## src/hdl/cba_pkg.sv

```systemverilog
// Shared constants and codes for the contiguous bitmap allocator.
// Depends on nothing; used by the core and its checker.
package cba_pkg;

    localparam int NUM_UNITS = 64;
    localparam int AW        = $clog2(NUM_UNITS);
    localparam int CW        = $clog2(NUM_UNITS + 1);
    localparam int FREE_SAT  = 127;

    localparam logic [1:0] CMD_ALLOC = 2'd0;
    localparam logic [1:0] CMD_WRITE = 2'd1;
    localparam logic [1:0] CMD_CLEAR = 2'd2;

    localparam logic [1:0] POL_BEST  = 2'd1;
    localparam logic [1:0] POL_WORST = 2'd2;

    localparam logic [1:0] STAT_OK    = 2'd0;
    localparam logic [1:0] STAT_NOFIT = 2'd1;
    localparam logic [1:0] STAT_ZERO  = 2'd2;
    localparam logic [1:0] STAT_BAD   = 2'd3;

endpackage

```

## src/hdl/contiguous_bitmap_allocator_core.sv

```systemverilog
// Contiguous bitmap allocator: one occupancy bit per unit in a synchronous memory.
// Depends on cba_pkg.
// Clear, unknown, zero-length and oversized items go straight to the result stage; a unit
// write reads its old bit and then writes it; an allocate scans the units in order (all of
// them for best and worst fit) and then marks one unit per cycle through the single write port.
// One item is in work at a time. Reset (synchronous, active low) frees every unit at once.
module contiguous_bitmap_allocator_core (
    input  logic       aclk,
    input  logic       aresetn,
    input  logic       s_valid,
    output logic       s_ready,
    input  logic [1:0] s_command,
    input  logic [1:0] s_policy,
    input  logic [6:0] s_request_len,
    input  logic [5:0] s_unit_index,
    input  logic       s_unit_used,
    output logic       m_valid,
    input  logic       m_ready,
    output logic [1:0] m_status,
    output logic [5:0] m_start_unit,
    output logic [6:0] m_free_units
);

    localparam int N  = cba_pkg::NUM_UNITS;
    localparam int AW = cba_pkg::AW;
    localparam int CW = cba_pkg::CW;

    localparam logic [2:0] S_IDLE = 3'd0;
    localparam logic [2:0] S_WWB  = 3'd1;
    localparam logic [2:0] S_SCAN = 3'd2;
    localparam logic [2:0] S_SEND = 3'd3;
    localparam logic [2:0] S_MARK = 3'd4;
    localparam logic [2:0] S_DONE = 3'd5;

    logic          map_mem [N];
    logic          rd_data_reg;
    logic          rd_vld_reg;
    logic [AW-1:0] rd_addr;
    logic          mem_we;
    logic [AW-1:0] mem_waddr;
    logic          mem_wdata;

    logic [N-1:0]  valid_reg, valid_next;
    logic [2:0]    state_reg, state_next;
    logic [CW-1:0] free_reg, free_next;
    logic [CW-1:0] len_reg, len_next;
    logic [1:0]    policy_reg, policy_next;
    logic [AW-1:0] widx_reg, widx_next;
    logic          wused_reg, wused_next;
    logic [1:0]    status_reg, status_next;
    logic [AW-1:0] start_reg, start_next;
    logic [CW-1:0] rd_ptr_reg, rd_ptr_next;
    logic          p_vld_reg, p_vld_next;
    logic [AW-1:0] p_idx_reg, p_idx_next;
    logic [CW-1:0] run_len_reg, run_len_next;
    logic [AW-1:0] run_start_reg, run_start_next;
    logic          found_reg, found_next;
    logic [CW-1:0] best_len_reg, best_len_next;
    logic [AW-1:0] best_start_reg, best_start_next;
    logic [AW-1:0] mark_ptr_reg, mark_ptr_next;
    logic [CW-1:0] mark_cnt_reg, mark_cnt_next;

    logic          m_valid_reg, m_valid_next;
    logic [1:0]    m_status_reg, m_status_next;
    logic [5:0]    m_start_reg, m_start_next;
    logic [6:0]    m_free_reg, m_free_next;

    logic          bit_used;
    logic          close_take;
    logic [AW-1:0] cur_start;
    logic [CW-1:0] run_inc;
    logic          first_fit;
    logic [CW-1:0] mark_cnt_inc;

    assign s_ready      = (state_reg == S_IDLE);
    assign m_valid      = m_valid_reg;
    assign m_status     = m_status_reg;
    assign m_start_unit = m_start_reg;
    assign m_free_units = m_free_reg;

    assign bit_used     = rd_vld_reg & rd_data_reg;
    assign first_fit    = (policy_reg != cba_pkg::POL_BEST) && (policy_reg != cba_pkg::POL_WORST);
    assign cur_start    = (run_len_reg == '0) ? p_idx_reg : run_start_reg;
    assign run_inc      = run_len_reg + CW'(1);
    assign mark_cnt_inc = mark_cnt_reg + CW'(1);

    always_comb begin
        close_take = 1'b0;
        if ((run_len_reg >= len_reg) && (run_len_reg != '0)) begin
            close_take = !found_reg ||
                         ((policy_reg == cba_pkg::POL_BEST) && (run_len_reg < best_len_reg)) ||
                         ((policy_reg == cba_pkg::POL_WORST) && (run_len_reg > best_len_reg));
        end
    end

    always_ff @(posedge aclk) begin
        if (mem_we) begin
            map_mem[mem_waddr] <= mem_wdata;
        end
        rd_data_reg <= map_mem[rd_addr];
        rd_vld_reg  <= valid_reg[rd_addr];
    end

    always_comb begin
        state_next      = state_reg;
        valid_next      = valid_reg;
        free_next       = free_reg;
        len_next        = len_reg;
        policy_next     = policy_reg;
        widx_next       = widx_reg;
        wused_next      = wused_reg;
        status_next     = status_reg;
        start_next      = start_reg;
        rd_ptr_next     = rd_ptr_reg;
        p_vld_next      = 1'b0;
        p_idx_next      = p_idx_reg;
        run_len_next    = run_len_reg;
        run_start_next  = run_start_reg;
        found_next      = found_reg;
        best_len_next   = best_len_reg;
        best_start_next = best_start_reg;
        mark_ptr_next   = mark_ptr_reg;
        mark_cnt_next   = mark_cnt_reg;
        m_valid_next    = m_valid_reg && !m_ready;
        m_status_next   = m_status_reg;
        m_start_next    = m_start_reg;
        m_free_next     = m_free_reg;
        rd_addr         = rd_ptr_reg[AW-1:0];
        mem_we          = 1'b0;
        mem_waddr       = mark_ptr_reg;
        mem_wdata       = 1'b1;

        unique case (state_reg)
            S_IDLE: begin
                rd_addr = AW'(s_unit_index);
                if (s_valid) begin
                    status_next = cba_pkg::STAT_OK;
                    start_next  = '0;
                    state_next  = S_DONE;
                    unique case (s_command)
                        cba_pkg::CMD_ALLOC: begin
                            if (s_request_len == 7'd0) begin
                                status_next = cba_pkg::STAT_ZERO;
                            end else if (32'(s_request_len) > N) begin
                                status_next = cba_pkg::STAT_NOFIT;
                            end else begin
                                len_next     = CW'(s_request_len);
                                policy_next  = s_policy;
                                rd_ptr_next  = '0;
                                run_len_next = '0;
                                found_next   = 1'b0;
                                state_next   = S_SCAN;
                            end
                        end
                        cba_pkg::CMD_WRITE: begin
                            if (32'(s_unit_index) < N) begin
                                widx_next  = AW'(s_unit_index);
                                wused_next = s_unit_used;
                                state_next = S_WWB;
                            end
                        end
                        cba_pkg::CMD_CLEAR: begin
                            valid_next = '0;
                            free_next  = CW'(N);
                        end
                        default: begin
                        end
                    endcase
                end
            end
            S_WWB: begin
                mem_we                = 1'b1;
                mem_waddr             = widx_reg;
                mem_wdata             = wused_reg;
                valid_next[widx_reg]  = 1'b1;
                if (!bit_used && wused_reg) begin
                    free_next = free_reg - CW'(1);
                end else if (bit_used && !wused_reg) begin
                    free_next = free_reg + CW'(1);
                end
                state_next = S_DONE;
            end
            S_SCAN: begin
                if (rd_ptr_reg < CW'(N)) begin
                    p_vld_next  = 1'b1;
                    p_idx_next  = rd_ptr_reg[AW-1:0];
                    rd_ptr_next = rd_ptr_reg + CW'(1);
                end
                if (p_vld_reg) begin
                    if (!bit_used) begin
                        run_start_next = cur_start;
                        run_len_next   = run_inc;
                    end else begin
                        if (close_take) begin
                            found_next      = 1'b1;
                            best_len_next   = run_len_reg;
                            best_start_next = run_start_reg;
                        end
                        run_len_next = '0;
                    end
                    if (!bit_used && first_fit && (run_inc >= len_reg)) begin
                        start_next    = cur_start;
                        mark_ptr_next = cur_start;
                        mark_cnt_next = '0;
                        state_next    = S_MARK;
                    end else if (p_idx_reg == AW'(N - 1)) begin
                        state_next = S_SEND;
                    end
                end
            end
            S_SEND: begin
                run_len_next = '0;
                if (found_reg || close_take) begin
                    start_next    = close_take ? run_start_reg : best_start_reg;
                    mark_ptr_next = close_take ? run_start_reg : best_start_reg;
                    mark_cnt_next = '0;
                    state_next    = S_MARK;
                end else begin
                    status_next = cba_pkg::STAT_NOFIT;
                    start_next  = '0;
                    state_next  = S_DONE;
                end
            end
            S_MARK: begin
                mem_we                    = 1'b1;
                valid_next[mark_ptr_reg]  = 1'b1;
                mark_ptr_next             = mark_ptr_reg + AW'(1);
                mark_cnt_next             = mark_cnt_inc;
                if (mark_cnt_inc == len_reg) begin
                    free_next  = free_reg - len_reg;
                    state_next = S_DONE;
                end
            end
            S_DONE: begin
                if (!m_valid_reg || m_ready) begin
                    m_valid_next  = 1'b1;
                    m_status_next = status_reg;
                    m_start_next  = 6'(start_reg);
                    m_free_next   = (32'(free_reg) > cba_pkg::FREE_SAT) ?
                                    7'(cba_pkg::FREE_SAT) : 7'(free_reg);
                    state_next    = S_IDLE;
                end
            end
            default: begin
                state_next = S_IDLE;
            end
        endcase
    end

    always_ff @(posedge aclk) begin
        if (!aresetn) begin
            state_reg   <= S_IDLE;
            valid_reg   <= '0;
            free_reg    <= CW'(N);
            p_vld_reg   <= 1'b0;
            m_valid_reg <= 1'b0;
        end else begin
            state_reg   <= state_next;
            valid_reg   <= valid_next;
            free_reg    <= free_next;
            p_vld_reg   <= p_vld_next;
            m_valid_reg <= m_valid_next;
        end
    end

    always_ff @(posedge aclk) begin
        len_reg        <= len_next;
        policy_reg     <= policy_next;
        widx_reg       <= widx_next;
        wused_reg      <= wused_next;
        status_reg     <= status_next;
        start_reg      <= start_next;
        rd_ptr_reg     <= rd_ptr_next;
        p_idx_reg      <= p_idx_next;
        run_len_reg    <= run_len_next;
        run_start_reg  <= run_start_next;
        found_reg      <= found_next;
        best_len_reg   <= best_len_next;
        best_start_reg <= best_start_next;
        mark_ptr_reg   <= mark_ptr_next;
        mark_cnt_reg   <= mark_cnt_next;
        m_status_reg   <= m_status_next;
        m_start_reg    <= m_start_next;
        m_free_reg     <= m_free_next;
    end

endmodule

```

## config.mk

```make
export PLATFORM = sky130hd
export DESIGN_NAME = contiguous_bitmap_allocator_core
export DESIGN_NICKNAME = d
export VERILOG_FILES = /design/src/hdl/cba_pkg.sv /design/src/hdl/contiguous_bitmap_allocator_core.sv
export SDC_FILE = /design/constraint.sdc
export NUM_CORES = 1
export LEC_CHECK = 0
export BUFFER_PORTS_ARGS = -buffer_cell sky130_fd_sc_hd__buf_4
export CORE_MARGIN = 2
export CORE_UTILIZATION = 45
export CTS_BUF_LIST = sky130_fd_sc_hd__clkbuf_4 sky130_fd_sc_hd__clkbuf_8
export CTS_CLUSTER_DIAMETER = 30
export DETAILED_ROUTE_END_ITERATION = 6
export GPL_TIMING_DRIVEN = 0
export PLACE_DENSITY = 0.58
export SLEW_MARGIN = 20
export SYNTH_ARGS = -nofsm -noshare
export SYNTH_HDL_FRONTEND = slang
export SYNTH_SLANG_ARGS = --single-unit
```

## constraint.sdc

```tcl
create_clock -name aclk -period 3.7 [get_ports aclk]
set_input_delay 0.74 -clock aclk [delete_from_list [all_inputs] [get_ports aclk]]
set_output_delay 0.74 -clock aclk [all_outputs]
set_load 0.02 [all_outputs]
```

# Word level (Yosys, flattened, before mapping)
# Memories as Yosys holds them, arrays and structs flattened. A register that Yosys moved wholly into a read port is not among the register bits.
# Cells that the tools add are included.
# totals
ff_bits	169
ram_bits	64
output_inout_bits	17
word_cells	198
mem_count	1
# memory_table
name	depth	width	read_ports	rd_ports_with_merged_regs	write_ports	line	source
map_mem	64	1	1	1	1	contiguous_bitmap_allocator_core.sv:35	logic map_mem [N];
# classes
n_addsub	7
n_lt_le_gt_ge	11
eq_ne	29
mux	72
n_bitwise	6
n_reduce_logical	48
# ops
operator	count
$pmux 64 s3	1
$mux 64	2
$or 64x64->64	2
$mux 7	15
$pmux 7 s3	3
$mux 6	9
$pmux 6 s3	2
$add 7x1->7 const B	4
$ne 2x2->1 const B	13
$mux 3	8
$lt 6x7->1 const B	3
$mux 1	20
$pmux 3 s6	1
$reduce_and 3->1	5
$reduce_and 5->1	3
$ge 7x7->1	2
$logic_not 7->1	2
$pmux 7 s2	1
$demux 1 s6	2
$ge 6x1->1 const B	2
$reduce_and 4->1	3
$reduce_and 6->1	2
$logic_and 1x1->1	11
$reduce_bool 3->1	3
32 further kinds	54

# Logic depth before layout (Yosys ltp)
# depth
depth_word	9
depth_mapped	16

# Worst setup path after synthesis
# Ideal clock, no wire load.
# synth_timing
path_kind	reg-to-reg
from	register state_reg[1]
to	register free_reg[6]
arrival_time_ns	2.793
required_ns	3.563
slack_ns	0.770
path_stages_with_launch	16
n_path_buf	3
cell_sequence	dfxtp_1 buf_2 nor2_1 and2_1 clkbuf_1 buf_1 nor2_1 a21o_1 fa_1 nor2b_1 o31a_1 o21a_1 nor2_1 xnor2_1 a22o_1 o21ai_0
# synth_via
elab_chain_cells	3
elab_cells_between_ends	10
# synth_rtl
item	line	source
start, declared	contiguous_bitmap_allocator_core.sv:44	logic [2:0] state_reg, state_next;
start signal, assigned	contiguous_bitmap_allocator_core.sv:258	state_reg <= state_next;
$eq 3x1->1, or another cell as far along	contiguous_bitmap_allocator_core.sv:133	unique case (state_reg)
$ne 3x3->1 (no source line), or another cell as far along	--	
$reduce_and 5->1 (no source line)	--	
end signal, assigned	contiguous_bitmap_allocator_core.sv:254	free_reg <= CW'(N);
end signal, assigned	contiguous_bitmap_allocator_core.sv:260	free_reg <= free_next;
end, declared	contiguous_bitmap_allocator_core.sv:45	logic [CW-1:0] free_reg, free_next;
# Parallel ways exist; a longest one is shown, timed or not.
# A chain may end at the register's enable or synchronous reset.

# Worst setup path after layout
# Ends and elaborated chain as after synthesis.

==> results by group <==
Run status
  – Outcome: finished clean

Yosys
  – Asr flop ratio synth: 0%
  – Yosys top cell by area: edfxtp_1
  – Seq/Total Area, Yosys: a little over 50%
  – Most numerous cell in the Yosys netlist: nor2_1
  – Synth cell count leaders: nor2_1, edfxtp_1, mux2i_1
  – Distinct cells, synth: 72
  – Synth Cell Area: roughly 12000 µm²
  – Share of the synthesized area in the top cell type: a little under two fifths
  – Synthesis Warnings: 0
  – Largest cells by area after synthesis: edfxtp_1, dfxtp_1, mux2i_1
  – #FFs+latches synth: 234
  – Cells after synthesis: approximately 1200
  – Synth Flop Type: edfxtp_1
  – Syn nets: around 1200
  – Post-synth EDFFs: approximately 160
  – Mean Syn Cell Area: around 10 µm²

STA
  – RSZ-0062 raised after global routing: false
  – Setup violators final: 0
  – Final Critical Period: approximately 3500 ps
  – Final-report hold violation count: 0
  – Setup TNS: 0 ps
  – Worst rel slew slack: a little under a third
  – Worst Tran Pin Value: 1044 ps
  – Slew Limit Fails: 0
  – Max Freq: 288.8 MHz
  – Worst Skew: 29.09 ps
  – Crit share post-route: about 94%

Critical path
  – R2R Setup Slk: 240 ps
  – Crit path DAT: roughly 4000 ps
  – Crit Path Category: register to register
  – Reg2Reg Depth: 14
  – Crit start category: register
  – Critical Path RT: 4130 ps
  – Crit-path max FO: 10
  – CP Capture Type: register
  – Worst R2R End: free_reg[6]$_SDFFE_PN1P_
  – Reg2reg start: state_reg[1]$_SDFFE_PN0P_

Detailed routing
  – Drt initial violations: around 710
  – DR pass1 iterations: 5
  – DR vias: about 9600
  – Routed Antenna Nets: 0
  – Residual DRC: 0
  – Routed len/inst: just over 20 µm
  – Via/cell ratio: approximately 5.7
  – WL final: roughly 34 mm

Layout
  – Layout cell share with drive strength beyond 1: 14.68%
  – # nets final: approximately 1300
  – Fill cells: ~2500
  – Final Cell Area: about 15000 µm²
  – Antenna diode count: 0
  – Synthesis-to-layout area growth: 17.52%

Power and ir drop
  – Cell Pwr Density: 667.0 nW/µm²
  – P_leak: roughly 5.5 nW
  – Internal power: 6.312 mW
  – Final total power: 9.684 mW
  – Power share of the combinational group: 29.7%
  – Sequential fraction of design power: approximately 33%
  – Switching Share: approximately a third
  – Peak supply drop: between 0.0002 and 0.0003 V
  – Clk pwr share: 37.4%
  – Sw Pwr: about 3.4 mW

Clock tree
  – Worst skew pair latency: around 600 ps
  – CTS resizes: 0
  – CTS root buffer: clkbuf_8
  – CTS tree: built
  – Reg clk slew, reported paths: 50 ps
  – CTS buffer count: between 50 and 60
  – H-tree levels: 2
  – Max Root-Sink Buffers: 3
  – # clock sinks: 234
  – Post-CTS Repair Setup Buffers: 0
  – Hold-fix buffers, CTS: 0

Place
  – Gpl congestion: 0.9731
  – DP HPWL: around 24 mm
  – Dpl cell area: between 10000 and 15000 µm²
  – Port-buffer cells: 37

Global route
  – Number of global-route vias before repair: 9751
  – Largest net degree at the start of global routing: 37
  – GRT Resource Usage Total: a little under a quarter
  – GRT overflow: 0
  – Initial antenna violation count: 0
  – Global-route wire length before repair: between 50 and 60 mm

Hold path
  – Worst Hold End: policy_reg[0]$_DFFE_PP_
  – Hold Path Depth: 1
  – Hold Startpoint: s_policy[0]
  – Hold crit path type: input port to register

Flow run
  – Max-cap viol count: 0

Floorplan
  – I/O pin total: 39
  – Core Box Area: ~27000 µm²
  – Die Span Y: 169.7 µm
  – Initial Util: approximately 46%
  – Die area: ~29000 µm²
  – Die width: around 170 µm
  – FP Rows: 60
## cell families after synthesis
kind of cell,synth area share [%]
compound gates,12.74
xor+xnor,2.421
fa+ha+maj,3.707
buf+inv,3.839
flops,50.56
mux,12.37
simple gates,14.36
## cell usage in the layout (no fill, tap or decap), drive strengths merged, types with 5 or more instances in the layout
master,Yosys,layout
nor2,180,180
edfxtp,156,156
mux2i,141,141
clkbuf,37,108
a21oi,80,80
dfxtp,78,78
nand2,62,62
buf,21,59
o22ai,57,57
inv,43,45
nand3,37,37
ha,35,35
clkinv,1,22
o21ai,21,21
xnor2,16,16
nand2b,16,16
nor2b,16,16
a22o,15,15
and3,13,13
xor2,13,13
a21o,12,12
clkinvlp,0,11
mux2,10,10
nand3b,9,9
or2,9,9
bufinv,0,8
nor3,8,8
nand4,7,7
o31ai,6,6
and2,5,5
o221ai,5,5
a32o,5,5
a221oi,5,5
## power by group through the flow
stage	combinational [mW]	sequential (mW)	clock (mW)
after global placement	2.79	3.24	0
after CTS	2.87	3.18	3.70
after global routing	3.12	3.20	3.82
final	2.88	3.18	3.62
after floorplan	1.99	3.22	0
after detailed placement	2.85	3.23	0
## worst max-delay path, stage by stage, from the launching register on
cell	delay [ps]
dfxtp_1	290
buf_2	150
nor2_1	280
nand2_1	330
clkbuf_1	320
clkbuf_2	290
o21ai_0	240
ha_1	290
nor2b_1	160
o31a_1	260
o21a_1	180
nor2_1	120
xnor2_1	170
a22o_1	170
o21ai_0	60
## how the worst max path moves through the flow
| stage | startpoint | endpoint | slack, ps | depth (start not counted) |
|---|---|---|---|---|
| 4_1_cts | state_reg[1]$_SDFFE_PN0P_ | free_reg[6]$_SDFFE_PN1P_ | 9 | 15 |
| 3_3_place_gp | run_len_reg[0]$_SDFFCE_PN0P_ | mark_ptr_reg[4]$_DFFE_PP_ | -40 | 8 |
| 3_5_place_dp | state_reg[1]$_SDFFE_PN0P_ | free_reg[6]$_SDFFE_PN1P_ | 40 | 15 |
| 5_1_grt | state_reg[1]$_SDFFE_PN0P_ | free_reg[6]$_SDFFE_PN1P_ | 30 | 14 |
| 6_report | state_reg[1]$_SDFFE_PN0P_ | free_reg[6]$_SDFFE_PN1P_ | 240 | 14 |
| 2_1_floorplan | state_reg[1]$_SDFFE_PN0P_ | free_reg[6]$_SDFFE_PN1P_ | 770 | 15 |
## through the flow
stage	std cells	setup slack (ps)	hold slack, ps	utilization [%]
finish	1669	236.9	341.8	53.87
floorplan	1177	769.6	400.3	-
CTS	1670	8.773	303.7	53.84
detailed placement	1558	37.45	404.5	48.69
global placement	1555	-35.39	403.4	48.45
global route	1669	27.04	305.7	53.87
## final cells by class
type / count / area [µm²] / area share (%)
Tap cell: 341 / 426.7 / 2.939
Multi-Input combinational cell: 841 / 5657 / 38.96
Inverter: 44 / 172.7 / 1.189
Clock inverter: 42 / 467.9 / 3.223
Clock buffer: 70 / 919.6 / 6.335
Timing Repair Buffer: 40 / 327.8 / 2.258
Buffer: 57 / 300.3 / 2.068
Sequential cell: 234 / 6246 / 43.02
## layer usage
| metal | track usage [%] | vias to the layer above | wire length [µm] |
|---|---|---|---|
| met5 | 0 | - | 0 |
| met4 | 10.70 | 0 | 1360 |
| met3 | 4.548 | 80 | 2294 |
| met2 | 39.09 | 327 | 15620 |
| met1 | 30.79 | 4601 | 14520 |
| li1 | - | 4575 | - |
Power figures use the tool's default switching activity.
